--- src/bfsi_pkg.sv ---
package bfsi_pkg;

    // operation codes carried in the mode field
    localparam logic MODE_PUT = 1'b0;
    localparam logic MODE_GET = 1'b1;

    // result status codes
    localparam logic [1:0] ST_PUT_DONE  = 2'd0;
    localparam logic [1:0] ST_GET_DONE  = 2'd1;
    localparam logic [1:0] ST_PUT_FULL  = 2'd2;
    localparam logic [1:0] ST_GET_EMPTY = 2'd3;

    // configuration register indexes
    localparam int CFG_IDX_W = 1;
    localparam int CFG_DATA_W = 5;
    localparam logic [CFG_IDX_W-1:0] CFG_SORTED_MODE = 1'd0;
    localparam logic [CFG_IDX_W-1:0] CFG_QUEUE_SIZE  = 1'd1;

    localparam logic [4:0] QUEUE_SIZE_RESET = 5'd16;

    // input word
    typedef struct packed {
        logic               mode;
        logic signed [31:0] in_value;
        logic signed [63:0] in_key;
    } t_in;

    // output word
    typedef struct packed {
        logic signed [31:0] out_value;
        logic [1:0]         status;
        logic [4:0]         fill_level;
    } t_out;

    // contents of one cell, also passed leftward on a pop
    typedef struct packed {
        logic               occ;
        logic signed [31:0] value;
        logic signed [63:0] key;
    } t_entry;

    // entry travelling rightward along the chain during an insert
    typedef struct packed {
        logic               vld;
        logic               ins;
        logic signed [31:0] value;
        logic signed [63:0] key;
    } t_carry;

    // broadcast controls for every cell
    typedef struct packed {
        logic clear;
        logic pop;
        logic sorted;
    } t_cell_ctl;

endpackage

--- src/bfsi_cell.sv ---
module bfsi_cell (
    input  logic               i_clk,
    input  logic               i_rst_n,
    input  bfsi_pkg::t_cell_ctl i_ctl,
    input  bfsi_pkg::t_carry   i_carry,
    input  bfsi_pkg::t_entry   i_right,
    output bfsi_pkg::t_carry   o_carry,
    output bfsi_pkg::t_entry   o_entry
);

    logic               r_occ;
    logic signed [31:0] r_value;
    logic signed [63:0] r_key;
    bfsi_pkg::t_carry   r_carry;
    logic               take_in;

    // this cell takes the travelling word when it is free, when the slot was
    // already found upstream, or if sorted and its key is at least the new one
    assign take_in = i_carry.vld &&
                     (!r_occ || i_carry.ins ||
                      (i_ctl.sorted && (r_key >= i_carry.key)));

    // occupancy
    always_ff @(posedge i_clk) begin
        if (!i_rst_n || i_ctl.clear) begin
            r_occ <= 1'b0;
        end else if (i_ctl.pop) begin
            r_occ <= i_right.occ;
        end else if (take_in) begin
            r_occ <= 1'b1;
        end
    end

    // stored value and key
    always_ff @(posedge i_clk) begin
        if (i_ctl.pop) begin
            r_value <= i_right.value;
            r_key   <= i_right.key;
        end else if (take_in) begin
            r_value <= i_carry.value;
            r_key   <= i_carry.key;
        end
    end

    // word handed to the right neighbor
    always_ff @(posedge i_clk) begin
        if (!i_rst_n) begin
            r_carry.vld <= 1'b0;
        end else begin
            r_carry.vld <= i_carry.vld && r_occ;
        end
        if (take_in) begin
            r_carry.ins   <= 1'b1;
            r_carry.value <= r_value;
            r_carry.key   <= r_key;
        end else begin
            r_carry.ins   <= i_carry.ins;
            r_carry.value <= i_carry.value;
            r_carry.key   <= i_carry.key;
        end
    end

    assign o_carry       = r_carry;
    assign o_entry.occ   = r_occ;
    assign o_entry.value = r_value;
    assign o_entry.key   = r_key;

endmodule

--- config.mk ---
export PLATFORM = sky130hd
export DESIGN_NAME = bfsi_cell
export DESIGN_NICKNAME = d
export VERILOG_FILES = /design/src/bfsi_pkg.sv /design/src/bfsi_cell.sv
export SDC_FILE = /design/constraint.sdc
export NUM_CORES = 1
export LEC_CHECK = 0
export BUFFER_PORTS_ARGS = -buffer_cell sky130_fd_sc_hd__buf_2
export CORE_AREA = 4 4 150 152
export CTS_BUF_LIST = sky130_fd_sc_hd__clkbuf_16
export DETAILED_ROUTE_END_ITERATION = 10
export DIE_AREA = 0 0 154 156
export PLACE_DENSITY = 0.72
export SLEW_MARGIN = 25
export SYNTH_ARGS = -nofsm -noshare
export SYNTH_HDL_FRONTEND = slang
export SYNTH_SLANG_ARGS = --single-unit
export TNS_END_PERCENT = 100
--- constraint.sdc ---
create_clock -name i_clk -period 12.35 [get_ports i_clk]
set_input_delay 0 -clock i_clk [delete_from_list [all_inputs] [get_ports i_clk]]
set_output_delay 0 -clock i_clk [all_outputs]
set_load 0.03 [all_outputs]
# Word level (Yosys, flattened, before mapping)
# Cells that the tools add are included.
# W data, S select, Z words.
[classes]
reduce_logical = 9
magnitude_cmp = 1
n_mux = 7
[ops]
columns = ["op", "n"]
rows = [
  ["$mux W64", 2],
  ["$mux W96", 1],
  ["$ge A64 B64 Y1", 1],
  ["$mux W32", 2],
  ["$logic_and A1 B1 Y1", 3],
  ["$logic_or A1 B1 Y1", 3],
  ["$logic_not A1 Y1", 2],
  ["$mux W1", 2],
  ["$reduce_bool A2 Y1", 1],
]
[totals]
input_bits = 200
reg_bits = 195

# Longest topological paths before layout
# Gate-level depths: netlist of the first run.
[depth]
ltp_word = 6
ltp_mapped = 12
mapped_depth_nobuf = 10

# Worst setup path before layout of the first run
# OpenSTA, ideal clock, no wires.
[synth_path]
path_type = "reg-to-reg"
startpoint = "reg r_key[63]"
endpoint = "reg r_key[0] (enable)"
arrival_time_ns = 4.599
setup_time_ns = 0.471
t_required_ns = 11.879
synth_period_minus_slack_ns = 5.070
path_buffers = 2
path_slack_ns = 7.280
stages_incl_launch_ff = 12
cell_sequence = "edfxtp_1 ha_1 nand4_1 nor4_2 nand4_1 o2111ai_1 a211oi_1 mux2i_1 o211ai_2 buf_6 buf_6 nand2b_1"
[synth_between]
elab_chain_len = 5
[synth_rtl]
columns = ["element", "line", "text"]
rows = [
  ["start: declaration", "bfsi_cell.sv:13", "logic signed [63:0] r_key;"],
  ["start signal: assignment", "bfsi_cell.sv:38", "r_key <= i_right.key;"],
  ["start signal: assignment", "bfsi_cell.sv:41", "r_key <= i_carry.key;"],
  ["$ge A64 B64 Y1", "bfsi_cell.sv:21", "(i_ctl.sorted && (r_key >= i_carry.key)));"],
  ["$logic_and A1 B1 Y1", "bfsi_cell.sv:21", ""],
  ["$logic_or A1 B1 Y1", "bfsi_cell.sv:20", "(!r_occ || i_carry.ins ||"],
  ["$logic_and A1 B1 Y1", "bfsi_cell.sv:19", "assign take_in = i_carry.vld &&"],
  ["$reduce_bool A2 Y1 (no source line)", "--", ""],
]
# No other way between the ends.
# A chain may end at the register's enable or synchronous reset.

# Worst setup path after layout of the first run
[layout_path]
startpoint = "reg r_key[63]"
endpoint = "reg r_value[4] (enable)"
[layout_between]
elab_chain_len = 5
[layout_rtl]
columns = ["element", "line", "text"]
rows = [
  ["$ge A64 B64 Y1", "bfsi_cell.sv:21", ""],
  ["$logic_and A1 B1 Y1", "bfsi_cell.sv:21", ""],
  ["$logic_or A1 B1 Y1", "bfsi_cell.sv:20", ""],
  ["$logic_and A1 B1 Y1", "bfsi_cell.sv:19", ""],
  ["$reduce_bool A2 Y1 (no source line)", "--", ""],
  ["end signal: assignment", "bfsi_cell.sv:37", "r_value <= i_right.value;"],
  ["end signal: assignment", "bfsi_cell.sv:40", "r_value <= i_carry.value;"],
  ["end: declaration", "bfsi_cell.sv:12", "logic signed [31:0] r_value;"],
]
# No other way between the ends.

==> results by group, run 1 <==
Run status
  – Status: finished clean

Route
  – Post-route ant nets: 0
  – Wire per inst: between 15 and 20 um
  – 1st-iter DRT viols: between 300 and 400
  – DRC Markers: 0
  – Vias: 8,009
  – First drt pass iteration count: 5
  – Vias per Instance: roughly 5.0
  – Routed wire length: 30,000 um

Power and ir drop
  – Leak: 6.41 nW
  – Sequential Power Share: a little over two fifths
  – Internal power: between 1 and 1.5 mW
  – VDD IR max: 0.0787 mV
  – Sw Ratio: between 30% and 40%
  – Clock power share: roughly a third
  – Switching power: roughly 0.59 mW
  – Pwr dens: about 130 nW/um2
  – Comb power frac: 25.0%

Clock tree
  – Num CTS Buffers: 17
  – H-tree levels: 4
  – CTS root buffer: clkbuf_16
  – Post_cts resized: 0
  – Worst-path clk slew: 0.08 ns
  – CTS Sinks: 195
  – CTS tree: yes
  – Worst skew pair latency: 0.43 ns
  – Clk buf depth: 2

STA
  – Slew at the pin closest to its max-slew limit: approximately 0.86 ns
  – Setup-failing EPs final: 0
  – Fin crit period: between 4 and 5 ns
  – Setup TNS: 0 ns
  – Final Skew: approximately 0.014 ns
  – RSZ-0062 raised after global routing: false
  – Max-Slew Margin vs Limit: between 40% and 50%
  – Final period util: a little under two fifths
  – Final hold vios: 0
  – Maximum achievable frequency: between 200 and 250 MHz
  – Final Max Tran Viols: 0

Global route
  – First-pass GRT wire length: about 46,000 um
  – Total overflow reported by the global router: 0
  – Initial antenna violation count: 0
  – Largest net degree at the start of global routing: roughly 80
  – Total GRT Usage: about 24%
  – Vias in the first global route: approximately 8.6k

Worst setup path
  – Worst Path Class, Setup: reg -> reg
  – Worst R2R End: r_value[4]
  – Critical Path RT: approximately 12 ns
  – Critical R2R Launch: r_key[63]
  – Crit end category: flop
  – Startpoint types: flop
  – R2r worst-path depth: 11
  – CP max FO: 57
  – R2R Setup Slk: 7.62 ns
  – Crit path DAT: 4.79 ns

Final layout
  – Core Util, Final: between 60% and 70%
  – Layout area overhead: 55.4%
  – FILL cells: about 1.5k
  – # nets final: about 1.6k
  – Ratio of cells with drive above 1 in the final layout: around two fifths
  – Diode count: 0

Synthesis
  – Cells after Synth: a little over 700
  – Post-synth top flop: dfxtp_1
  – Yosys top cell by area: edfxtp_1
  – Yosys top cell area share: between 30% and 40%
  – Syn Nets: 988
  – Synth async-reset ratio: 0%
  – Post-synthesis sequential area ratio: 55.6%
  – Distinct cell type count after synthesis: 35
  – Synth area leaders: edfxtp_1, dfxtp_1, mux2_2, ha_1, o21ai_0
  – Synthesized flop and latch total: 195
  – Synthesized cell area: 8740 um2
  – Number of synthesized flops with an enable pin: 96
  – Ys Warns: 0
  – Synth Area per Inst: around 12 um2

Placement
  – IO Port Bufs: 394
  – Dpl hpwl: 20,200 um
  – Final GP Congestion: a little over 0.8

Floorplanning
  – Starting Density: between 40% and 50%
  – Full die area: approximately 24,000 um2
  – Boundary Pins: just under 400
  – FP Rows: between 50 and 60
  – DIE HEIGHT: 156 um
  – Core area: 21,000 um2
  – Chip width: roughly 150 um

Hold path
  – Hold Path Stages: 3
  – Hold Path Class: in -> reg
  – Min-Delay Startpoint: i_ctl[1]
  – Hold endpoint: r_key[26]

Job
  – Max-Cap Viols: 0
==> worst max path at each step <==
stage,start,endpoint,slack (ns),depth (start not counted)
3_5_place_dp,r_key[63],r_value[28],7.62,11
4_1_cts,r_key[63],r_key[10],7.61,11
2_1_floorplan,r_key[63],r_key[0],7.28,11
5_1_grt,r_key[63],r_value[7],7.33,11
3_3_place_gp,r_key[63],r_key[12],7.69,11
6_report,r_key[63],r_value[4],7.62,11
==> layer usage <==
layer / wire [um] / GRT usage [%] / vias to the layer above
met5: 0 / 0 / -
met1: 11200 / 27.4 / 3752
li1: - / - / 3761
met4: 1230 / 11.1 / 0
met3: 2360 / 6.27 / 77
met2: 15200 / 42.5 / 419
==> timing repair <==
| item | CTS | global route |
|---|---|---|
| hold buffers | 201 | 0 |
| setup endpoints to repair | 0 | 0 |
| buffers inserted | 0 | 0 |
| hold endpoints to repair | 195 | 0 |
==> flip-flops by register name, indices dropped and copies added, names as in the netlist <==
| signal | flops |
|---|---|
| o_carry | 98 |
| r_value | 32 |
| r_occ | 1 |
| r_key | 64 |
==> synthesized netlist by cell type (8+ instances only) <==
library cell / n
nand4_1: 15
inv_1: 68
clkbuf_1: 15
edfxtp_1: 96
ha_1: 64
dfxtp_1: 99
mux2_2: 111
nand2_1: 80
o21ai_0: 73
mux2_1: 8
mux2_4: 10
a21oi_1: 29
==> power groups by stage <==
stage	clock, mW	sequential, mW	combinational, mW
2_1_floorplan	0	0.922	0.126
5_1_grt	0.612	0.789	0.484
4_1_cts	0.584	0.782	0.448
3_3_place_gp	0	0.794	0.391
3_5_place_dp	0	0.796	0.396
6_report	0.575	0.783	0.452
==> kinds of logic (layout without fill, tap and decap cells) <==
logic type	after synthesis	count (layout)	share of synthesized area [%]
compound gates	119	119	7.41
fa+ha+maj	64	64	9.16
buf+inv	97	700	4.57
flops	195	195	55.6
mux	130	130	17.2
simple gates	119	119	6.05
==> stage by stage <==
stage / cells / hold slack [ns] / instance area [um2] / power [mW] / setup WS, ns
floorplan: 724 / 0.0761 / 8740 / 1.05 / 7.28
global placement: 1369 / 0.169 / 11000 / 1.19 / 7.69
detailed placement: 1369 / 0.179 / 11000 / 1.19 / 7.62
CTS: 1602 / 0.000236 / 13600 / 1.81 / 7.61
global route: 1602 / 0.0183 / 13600 / 1.89 / 7.33
finish: 1602 / 0.00683 / 13600 / 1.81 / 7.62
==> area by class of cell <==
cell class / instances / area [um2] / share of cell area (%)
Sequential cell: 195 / 4860 / 35.8
Timing Repair Buffer: 600 / 4020 / 29.6
Multi-Input combinational cell: 432 / 3490 / 25.7
Clock buffer: 17 / 425 / 3.13
Tap cell: 275 / 344 / 2.53
Inverter: 68 / 255 / 1.88
Clock inverter: 15 / 181 / 1.34
==> critical path, stage by stage (launching register included) <==
cell and delay (ns):
edfxtp_1 0.43, ha_1 0.46, nand4_1 0.20, nor4_2 0.51, nand4_1 0.32, o2111ai_1 0.30, a211oi_1 0.08, mux2i_1 0.24
o211ai_4 0.11, buf_4 0.33, nand2b_4 0.54, buf_4 0.73
==> cells in the final DEF (no fill, tap or decap), drive strengths merged, types with 6 or more instances in the layout <==
| cell type | count |
|---|---|
| a21o | 6 |
| a21oi | 29 |
| buf | 399 |
| clkbuf | 17 |
| dfxtp | 99 |
| dlygate4sd3 | 201 |
| edfxtp | 96 |
| ha | 64 |
| inv | 76 |
| mux2 | 129 |
| nand2 | 80 |
| nand4 | 15 |
| nor2 | 6 |
| nor3 | 7 |
| o21ai | 73 |
No activity file was read; power rests on OpenSTA's default activity.
==> run 2, diff against run 1 <==
==> constraint.sdc (replaced) <==
create_clock -name i_clk -period 4.7 [get_ports i_clk]
set_input_delay 0 -clock i_clk [delete_from_list [all_inputs] [get_ports i_clk]]
set_output_delay 0 -clock i_clk [all_outputs]
set_load 0.03 [all_outputs]
==> results by group, run 2 (synthesis gave the netlist of run 1 again) <==
Placement
  – Dpl hpwl: 19,400 um (-3.9%)
  – Pre-CTS setup slack: 1.01 ns (-6.61 ns)
  – Area after DPL: 11,000 um2 (+0.34%)
  – Dpl cells: 1,369 (unchanged)
  – Final GP Congestion: 0.843 (+2.4%)
  – IO Port Bufs: 394 (unchanged)

Clock tree
  – Worst-path clk slew: 0.08 ns (about the same)
  – Clk buf depth: 2 (unchanged)
  – CTS root buffer: clkbuf_16
  – Num CTS Buffers: 17 (unchanged)
  – Post-CTS setup repair buffer count: 0 (unchanged)
  – Worst skew pair latency: 0.42 ns (about the same)
  – CTS Sinks: 195 (unchanged)
  – Post_cts resized: 0 (unchanged)
  – H-tree levels: 4 (unchanged)
  – CTS tree: yes

Worst setup path
  – Crit end category: flop
  – Crit path DAT: 3.70 ns (-1.09 ns)
  – Worst Path Class, Setup: reg -> reg
  – Critical Path RT: 4.79 ns (-7.62 ns)
  – CP max FO: 23 (-60%)
  – Startpoint types: flop

STA
  – Max-Slew Margin vs Limit: 46.7% (+3.7 points)
  – Setup slack after layout: 1.09 ns (-6.53 ns)
  – Setup TNS: 0 ns (unchanged)
  – Slew at the pin closest to its max-slew limit: 0.800 ns (-0.0552 ns)
  – Final hold vios: 0 (unchanged)
  – Final period util: 76.8% (+38 points)
  – Setup-failing EPs final: 0 (unchanged)
  – RSZ-0062 raised after global routing: false
  – Maximum achievable frequency: 277 MHz (+31%)
  – Final Max Tran Viols: 0 (unchanged)
  – WHS: 0.269 ns (+0.262 ns)
  – Fin crit period: 3.61 ns (-1.12 ns)
  – Final Skew: 0.0146 ns (+0.000205 ns)

Route
  – Wire per inst: 18.2 um (-2.7%)
  – DRC Markers: 0 (unchanged)
  – 1st-iter DRT viols: 535 (+43%)
  – Post-route ant nets: 0 (unchanged)
  – First drt pass iteration count: 5 (unchanged)
  – Routed wire length: 29,200 um (-2.7%)
  – Vias per Instance: 4.91 (-1.7%)
  – Vias: 7,864 (-1.8%)

Job
  – Max-Cap Viols: 0 (unchanged)

Floorplanning
  – Chip width: 154 um (unchanged)
  – FP Rows: 53 (unchanged)
  – Starting Density: 41.6% (unchanged)
  – DIE HEIGHT: 156 um (unchanged)
  – Core area: 21,000 um2 (unchanged)
  – Boundary Pins: 395 (unchanged)
  – Full die area: 24,000 um2 (unchanged)

Power and ir drop
  – VDD IR max: 0.209 mV (+170%)
  – Pwr dens: 345 nW/um2 (+160%)
  – Leak: 6.40 nW (-0.13%)
  – Post-layout power: 4.68 mW (+160%)

Global route
  – Total overflow reported by the global router: 0 (unchanged)
  – Initial antenna violation count: 1 (+1)
  – First-pass GRT wire length: 44,600 um (-3.3%)
  – Vias in the first global route: 8,512 (-0.60%)
  – Total GRT Usage: 23.3% (-0.80 points)
  – Largest net degree at the start of global routing: 98 (+26%)

Final layout
  – Commonest non-fill, non-tap cell in the layout: buf_2
  – Core Util, Final: 64.5% (-0.12 points)
  – FILL cells: 1,521 (+1.1%)
  – Ratio of cells with drive above 1 in the final layout: 41.9% (+0.051 points)
  – Seq. cell area: 4860 um2 (unchanged)
  – # nets final: 1,574 (-0.25%)
  – Most frequent cells in the layout: buf_2, dlygate4sd3_1, mux2_2
  – Non-Filler Instances: 1,601 (-0.062%)
  – Final instance area: 13,600 um2 (-0.19%)
  – Largest register FFs: 98 (unchanged)
  – Multi-input gate area: 3490 um2 (unchanged)
  – Layout area overhead: 55.1%

Hold path
  – Hold Path Class: in -> reg

Run status
  – Status: finished clean
==> run 2: final cells by class <==
class,instances,share of cell area (%)
clock buffers,17,3.14
inverters,68,1.88
clock inverters,15,1.11
flip-flops and latches,195,35.9
diodes,3,0.0554
multi-input cells,432,25.8
repair buffers,596,29.6
well taps,275,2.54
==> run 2: power by group <==
part           internal, mW  total [mW]  switching [mW]  leakage (nW)
Sequential             1.97        2.06          0.0881          1.82
Clock                 0.748        1.45           0.698         0.282
Combinational         0.475        1.18           0.704          4.30
Total                  3.19        4.68            1.49          6.40
==> run 2: worst paths after layout <==
kind                    start     endpoint  slack, ns  cells past startpoint
setup / recovery    r_key[63]  r_value[18]       1.09                     10
setup reg to reg    r_key[63]  r_value[18]       1.09                     10
hold reg to reg   r_value[27]  o_carry[91]       0.49                      1
hold / removal       i_ctl[1]    r_key[19]       0.27                      2
==> run 2: per-layer routing <==
| layer | wire [um] | share of wire (%) | GRT usage [%] | vias to the layer above |
|---|---|---|---|---|
| met5 | 15 | 0.051 | 0 | - |
| met4 | 878 | 3.0 | 9.08 | 2 |
| met2 | 14900 | 51 | 41.7 | 368 |
| met1 | 11000 | 38 | 26.4 | 3668 |
| li1 | - | - | - | 3762 |
| met3 | 2310 | 7.9 | 6.49 | 64 |
==> run 2: worst max-delay path, cell delays in order, from the launching register on <==
cell and delay (ns):
edfxtp_1 0.43, ha_1 0.46, nand4_1 0.21, nor4_2 0.47, nand4_1 0.28, o2111ai_1 0.26
a211oi_1 0.08, mux2i_1 0.24, o211ai_4 0.15, nand2b_4 0.31, buf_4 0.40
==> run 2: what timing repair did <==
action                                  CTS  global route
hold endpoints to repair                195             0
hold buffers                            197             0
endpoints found under the setup margin    0             0
==> run 3, diff against run 2 <==
--- a/config.mk
+++ b/config.mk
@@ -5,11 +5,12 @@
 export SDC_FILE = /design/constraint.sdc
 export NUM_CORES = 1
 export LEC_CHECK = 0
+export ABC_AREA = 1
 export BUFFER_PORTS_ARGS = -buffer_cell sky130_fd_sc_hd__buf_2
-export CORE_AREA = 4 4 150 152
+export CORE_AREA = 4 4 152 154
 export CTS_BUF_LIST = sky130_fd_sc_hd__clkbuf_16
 export DETAILED_ROUTE_END_ITERATION = 10
-export DIE_AREA = 0 0 154 156
+export DIE_AREA = 0 0 156 158
 export PLACE_DENSITY = 0.72
 export SLEW_MARGIN = 25
 export SYNTH_ARGS = -nofsm -noshare
==> constraint.sdc (replaced) <==
create_clock -name i_clk -period 3.45 [get_ports i_clk]
set_input_delay 0 -clock i_clk [delete_from_list [all_inputs] [get_ports i_clk]]
set_output_delay 0 -clock i_clk [all_outputs]
set_load 0.03 [all_outputs]
==> results by group, run 3 <==
Synthesis
  – Top-count cell post-synth: nand2_1
  – Cells after Synth: 1,075 (+48%)
  – Post-synth top flop: dfxtp_1
  – Syn Nets: 1,339 (+36%)
  – Number of synthesized flops with an enable pin: 96 (unchanged)
  – Synth area leaders: edfxtp_1, dfxtp_1, nand2_1, ha_1, nand3_1
  – Post-synthesis sequential area ratio: 52.8% (-2.8 points)
  – Ys Warns: 0 (unchanged)
  – Commonest cells post-synth: nand2_1, dfxtp_1, edfxtp_1
  – Synthesized flop and latch total: 195 (unchanged)
  – Yosys top cell area share: 31.3% (-1.7 points)
  – Synth async-reset ratio: 0% (unchanged)
  – Distinct cell type count after synthesis: 24 (-31%)
  – Synth Area per Inst: 8.57 um2 (-29%)
  – Synthesized cell area: 9210 um2 (+5.4%)
  – Yosys top cell by area: edfxtp_1

STA
  – Final Max Tran Viols: 0 (unchanged)
  – Final Skew: 0.0133 ns (-0.00128 ns)
  – Fin crit period: 2.98 ns (-0.629 ns)
  – Final period util: 86.4% (+9.6 points)
  – Slew at the pin closest to its max-slew limit: 0.916 ns (+0.116 ns)
  – Setup-failing EPs final: 0 (unchanged)
  – Setup slack after layout: 0.467 ns (-0.621 ns)
  – Max-Slew Margin vs Limit: 38.9% (-7.7 points)
  – Setup TNS: 0 ns (unchanged)
  – Maximum achievable frequency: 335 MHz (+21%)
  – RSZ-0062 raised after global routing: false
  – Final hold vios: 0 (unchanged)

Route
  – DRC Markers: 0 (unchanged)
  – Vias: 9,545 (+21%)
  – Post-route ant nets: 0 (unchanged)
  – Routed wire length: 32,500 um (+11%)
  – 1st-iter DRT viols: 754 (+41%)
  – First drt pass iteration count: 5 (unchanged)
  – Wire per inst: 16.8 um (-7.8%)
  – Vias per Instance: 4.93 (+0.37%)

Clock tree
  – Num CTS Buffers: 17 (unchanged)
  – Post-CTS setup repair buffer count: 0 (unchanged)
  – Worst skew pair latency: 0.43 ns (about the same)
  – Post_cts resized: 0 (unchanged)
  – Worst-path clk slew: 0.08 ns (about the same)
  – CTS tree: yes
  – CTS Sinks: 195 (unchanged)
  – CTS Hold Buffers Added: 197 (unchanged)
  – H-tree levels: 4 (unchanged)
  – Clk buf depth: 2 (unchanged)
  – CTS root buffer: clkbuf_16

Floorplanning
  – Boundary Pins: 395 (unchanged)
  – Full die area: 24,600 um2 (+2.6%)
  – Starting Density: 42.5% (+0.88 points)
  – Chip width: 156 um (+1.3%)
  – FP Rows: 54 (+1.9%)
  – Core area: 21,700 um2 (+3.2%)
  – DIE HEIGHT: 158 um (+1.3%)

Final layout
  – # nets final: 1,905 (+21%)
  – Final instance area: 13,900 um2 (+2.6%)
  – Seq. cell area: 4860 um2 (unchanged)
  – Non-Filler Instances: 1,936 (+21%)
  – Largest register FFs: 98 (unchanged)
  – Multi-input gate area: 3740 um2 (+7.0%)
  – Layout area overhead: 51.1%
  – Most frequent cells in the layout: nand2_1, buf_2, dlygate4sd3_1
  – Ratio of cells with drive above 1 in the final layout: 27.8% (-14 points)
  – Core Util, Final: 64.2% (-0.33 points)
  – FILL cells: 1,747 (+15%)
  – Commonest non-fill, non-tap cell in the layout: nand2_1

Placement
  – Pre-CTS setup slack: 0.492 ns (-0.521 ns)
  – Final GP Congestion: 0.876 (+4.0%)
  – Dpl hpwl: 21,200 um (+9.6%)
  – Dpl cells: 1,705 (+25%)
  – Area after DPL: 11,400 um2 (+3.2%)
  – IO Port Bufs: 394 (unchanged)

Power and ir drop
  – Sw Ratio: 32.5% (+0.65 points)
  – Sequential Power Share: 43.5% (-0.5 points)
  – Switching power: 2.09 mW (+40%)
  – Comb power frac: 25.4% (+0.2 points)
  – Internal power: 4.35 mW (+36%)
  – Leak: 7.28 nW (+14%)
  – Clock power share: 31.1% (+0.2 points)
  – Pwr dens: 462 nW/um2 (+34%)
  – VDD IR max: 0.289 mV (+38%)

Worst setup path
  – Worst Path Class, Setup: reg -> reg
  – Crit path DAT: 3.09 ns (-0.61 ns)
  – Critical Path RT: 3.55 ns (-1.24 ns)
  – CP max FO: 40 (+74%)
  – Crit end category: flop
  – Startpoint types: flop

Global route
  – Total overflow reported by the global router: 0 (unchanged)
  – Initial antenna violation count: 2 (+1)
  – First-pass GRT wire length: 50,300 um (+13%)
  – Total GRT Usage: 25.6% (+2.3 points)
  – Largest net degree at the start of global routing: 100 (+2.0%)
  – Vias in the first global route: 9,803 (+15%)

Job
  – Max-Cap Viols: 0 (unchanged)

Run status
  – Status: finished clean

Hold path
  – Hold Path Class: in -> reg
==> run 3: changes by cell type in the layout (fill, tap and decap cells not counted), moves of 18 or more <==
| cell | previous run | this run |
|---|---|---|
| nand2_1 | 80 | 441 |
| inv_1 | 69 | 87 |
| mux2_2 | 111 | 0 |
| nor2_1 | 6 | 24 |
| nand3_2 | 0 | 20 |
| nand3_1 | 4 | 81 |
==> run 3: through the flow <==
step | hold WS (ns) | total power, mW
CTS | 0.111 | 6.46
global route | 0.125 | 6.74
floorplan | 0.0931 | 3.76
finish | 0.102 | 6.43
detailed placement | 0.204 | 4.28
global placement | 0.199 | 4.26
==> run 3: path summary, 6_finish.rpt <==
path | from | to | slack (ns) | cells past startpoint
setup / recovery | r_key[43] | r_key[63] | 0.47 | 16
hold / removal | i_carry[97] | o_carry[45] | 0.10 | 3
setup reg to reg | r_key[43] | r_key[63] | 0.47 | 16
hold reg to reg | r_occ | o_carry[97] | 0.48 | 2
==> run 3: cell type report <==
cell class / instances / area share [%]
clock buffers: 17 / 3.06
well taps: 280 / 2.52
inverters: 87 / 2.35
multi-input cells: 740 / 26.9
flip-flops and latches: 195 / 34.9
clock inverters: 15 / 1.12
repair buffers: 600 / 29.1
diodes: 2 / 0.0359
==> run 3: worst max-delay path: stages (launching register included) <==
cell and delay (ns):
edfxtp_1 0.42, ha_1 0.35, nand2_1 0.08, nor2_1 0.14
nand2_1 0.09, nor2_1 0.14, nand2_1 0.12, nor2_2 0.14
nand2_1 0.07, nand2_1 0.07, o21ai_0 0.08, nand3_1 0.07
nand2_1 0.08, nand2_4 0.09, nand2_4 0.06, nand2_4 0.31
buf_12 0.29
==> run 3: logic make-up (layout without fill, tap and decap cells) <==
family	count (synthesis)	after routing	share of synthesized area, %
AND/OR/NAND/NOR	576	576	26.3
other	0	2	0
AO/OA/AOI/OAI	100	100	5.57
buffers and inverters	140	719	6.67
adder cells (fa/ha/maj)	64	64	8.69
flip-flops	195	195	52.8
==> run 3: layer usage <==
layer,global-route usage [%],up-vias,share of wire (%)
li1,-,4612,-
met1,30.5,4333,38
met2,44.0,479,50
met3,5.58,121,7.5
met4,12.0,0,4.3
met5,0,-,0
==> run 3: power groups by stage <==
stage	registers, mW	logic, mW	clock network [mW]
detailed placement	2.84	1.44	0
global placement	2.83	1.43	0
floorplan	3.28	0.472	0
CTS	2.79	1.62	2.05
finish	2.80	1.64	2.00
global route	2.82	1.78	2.14
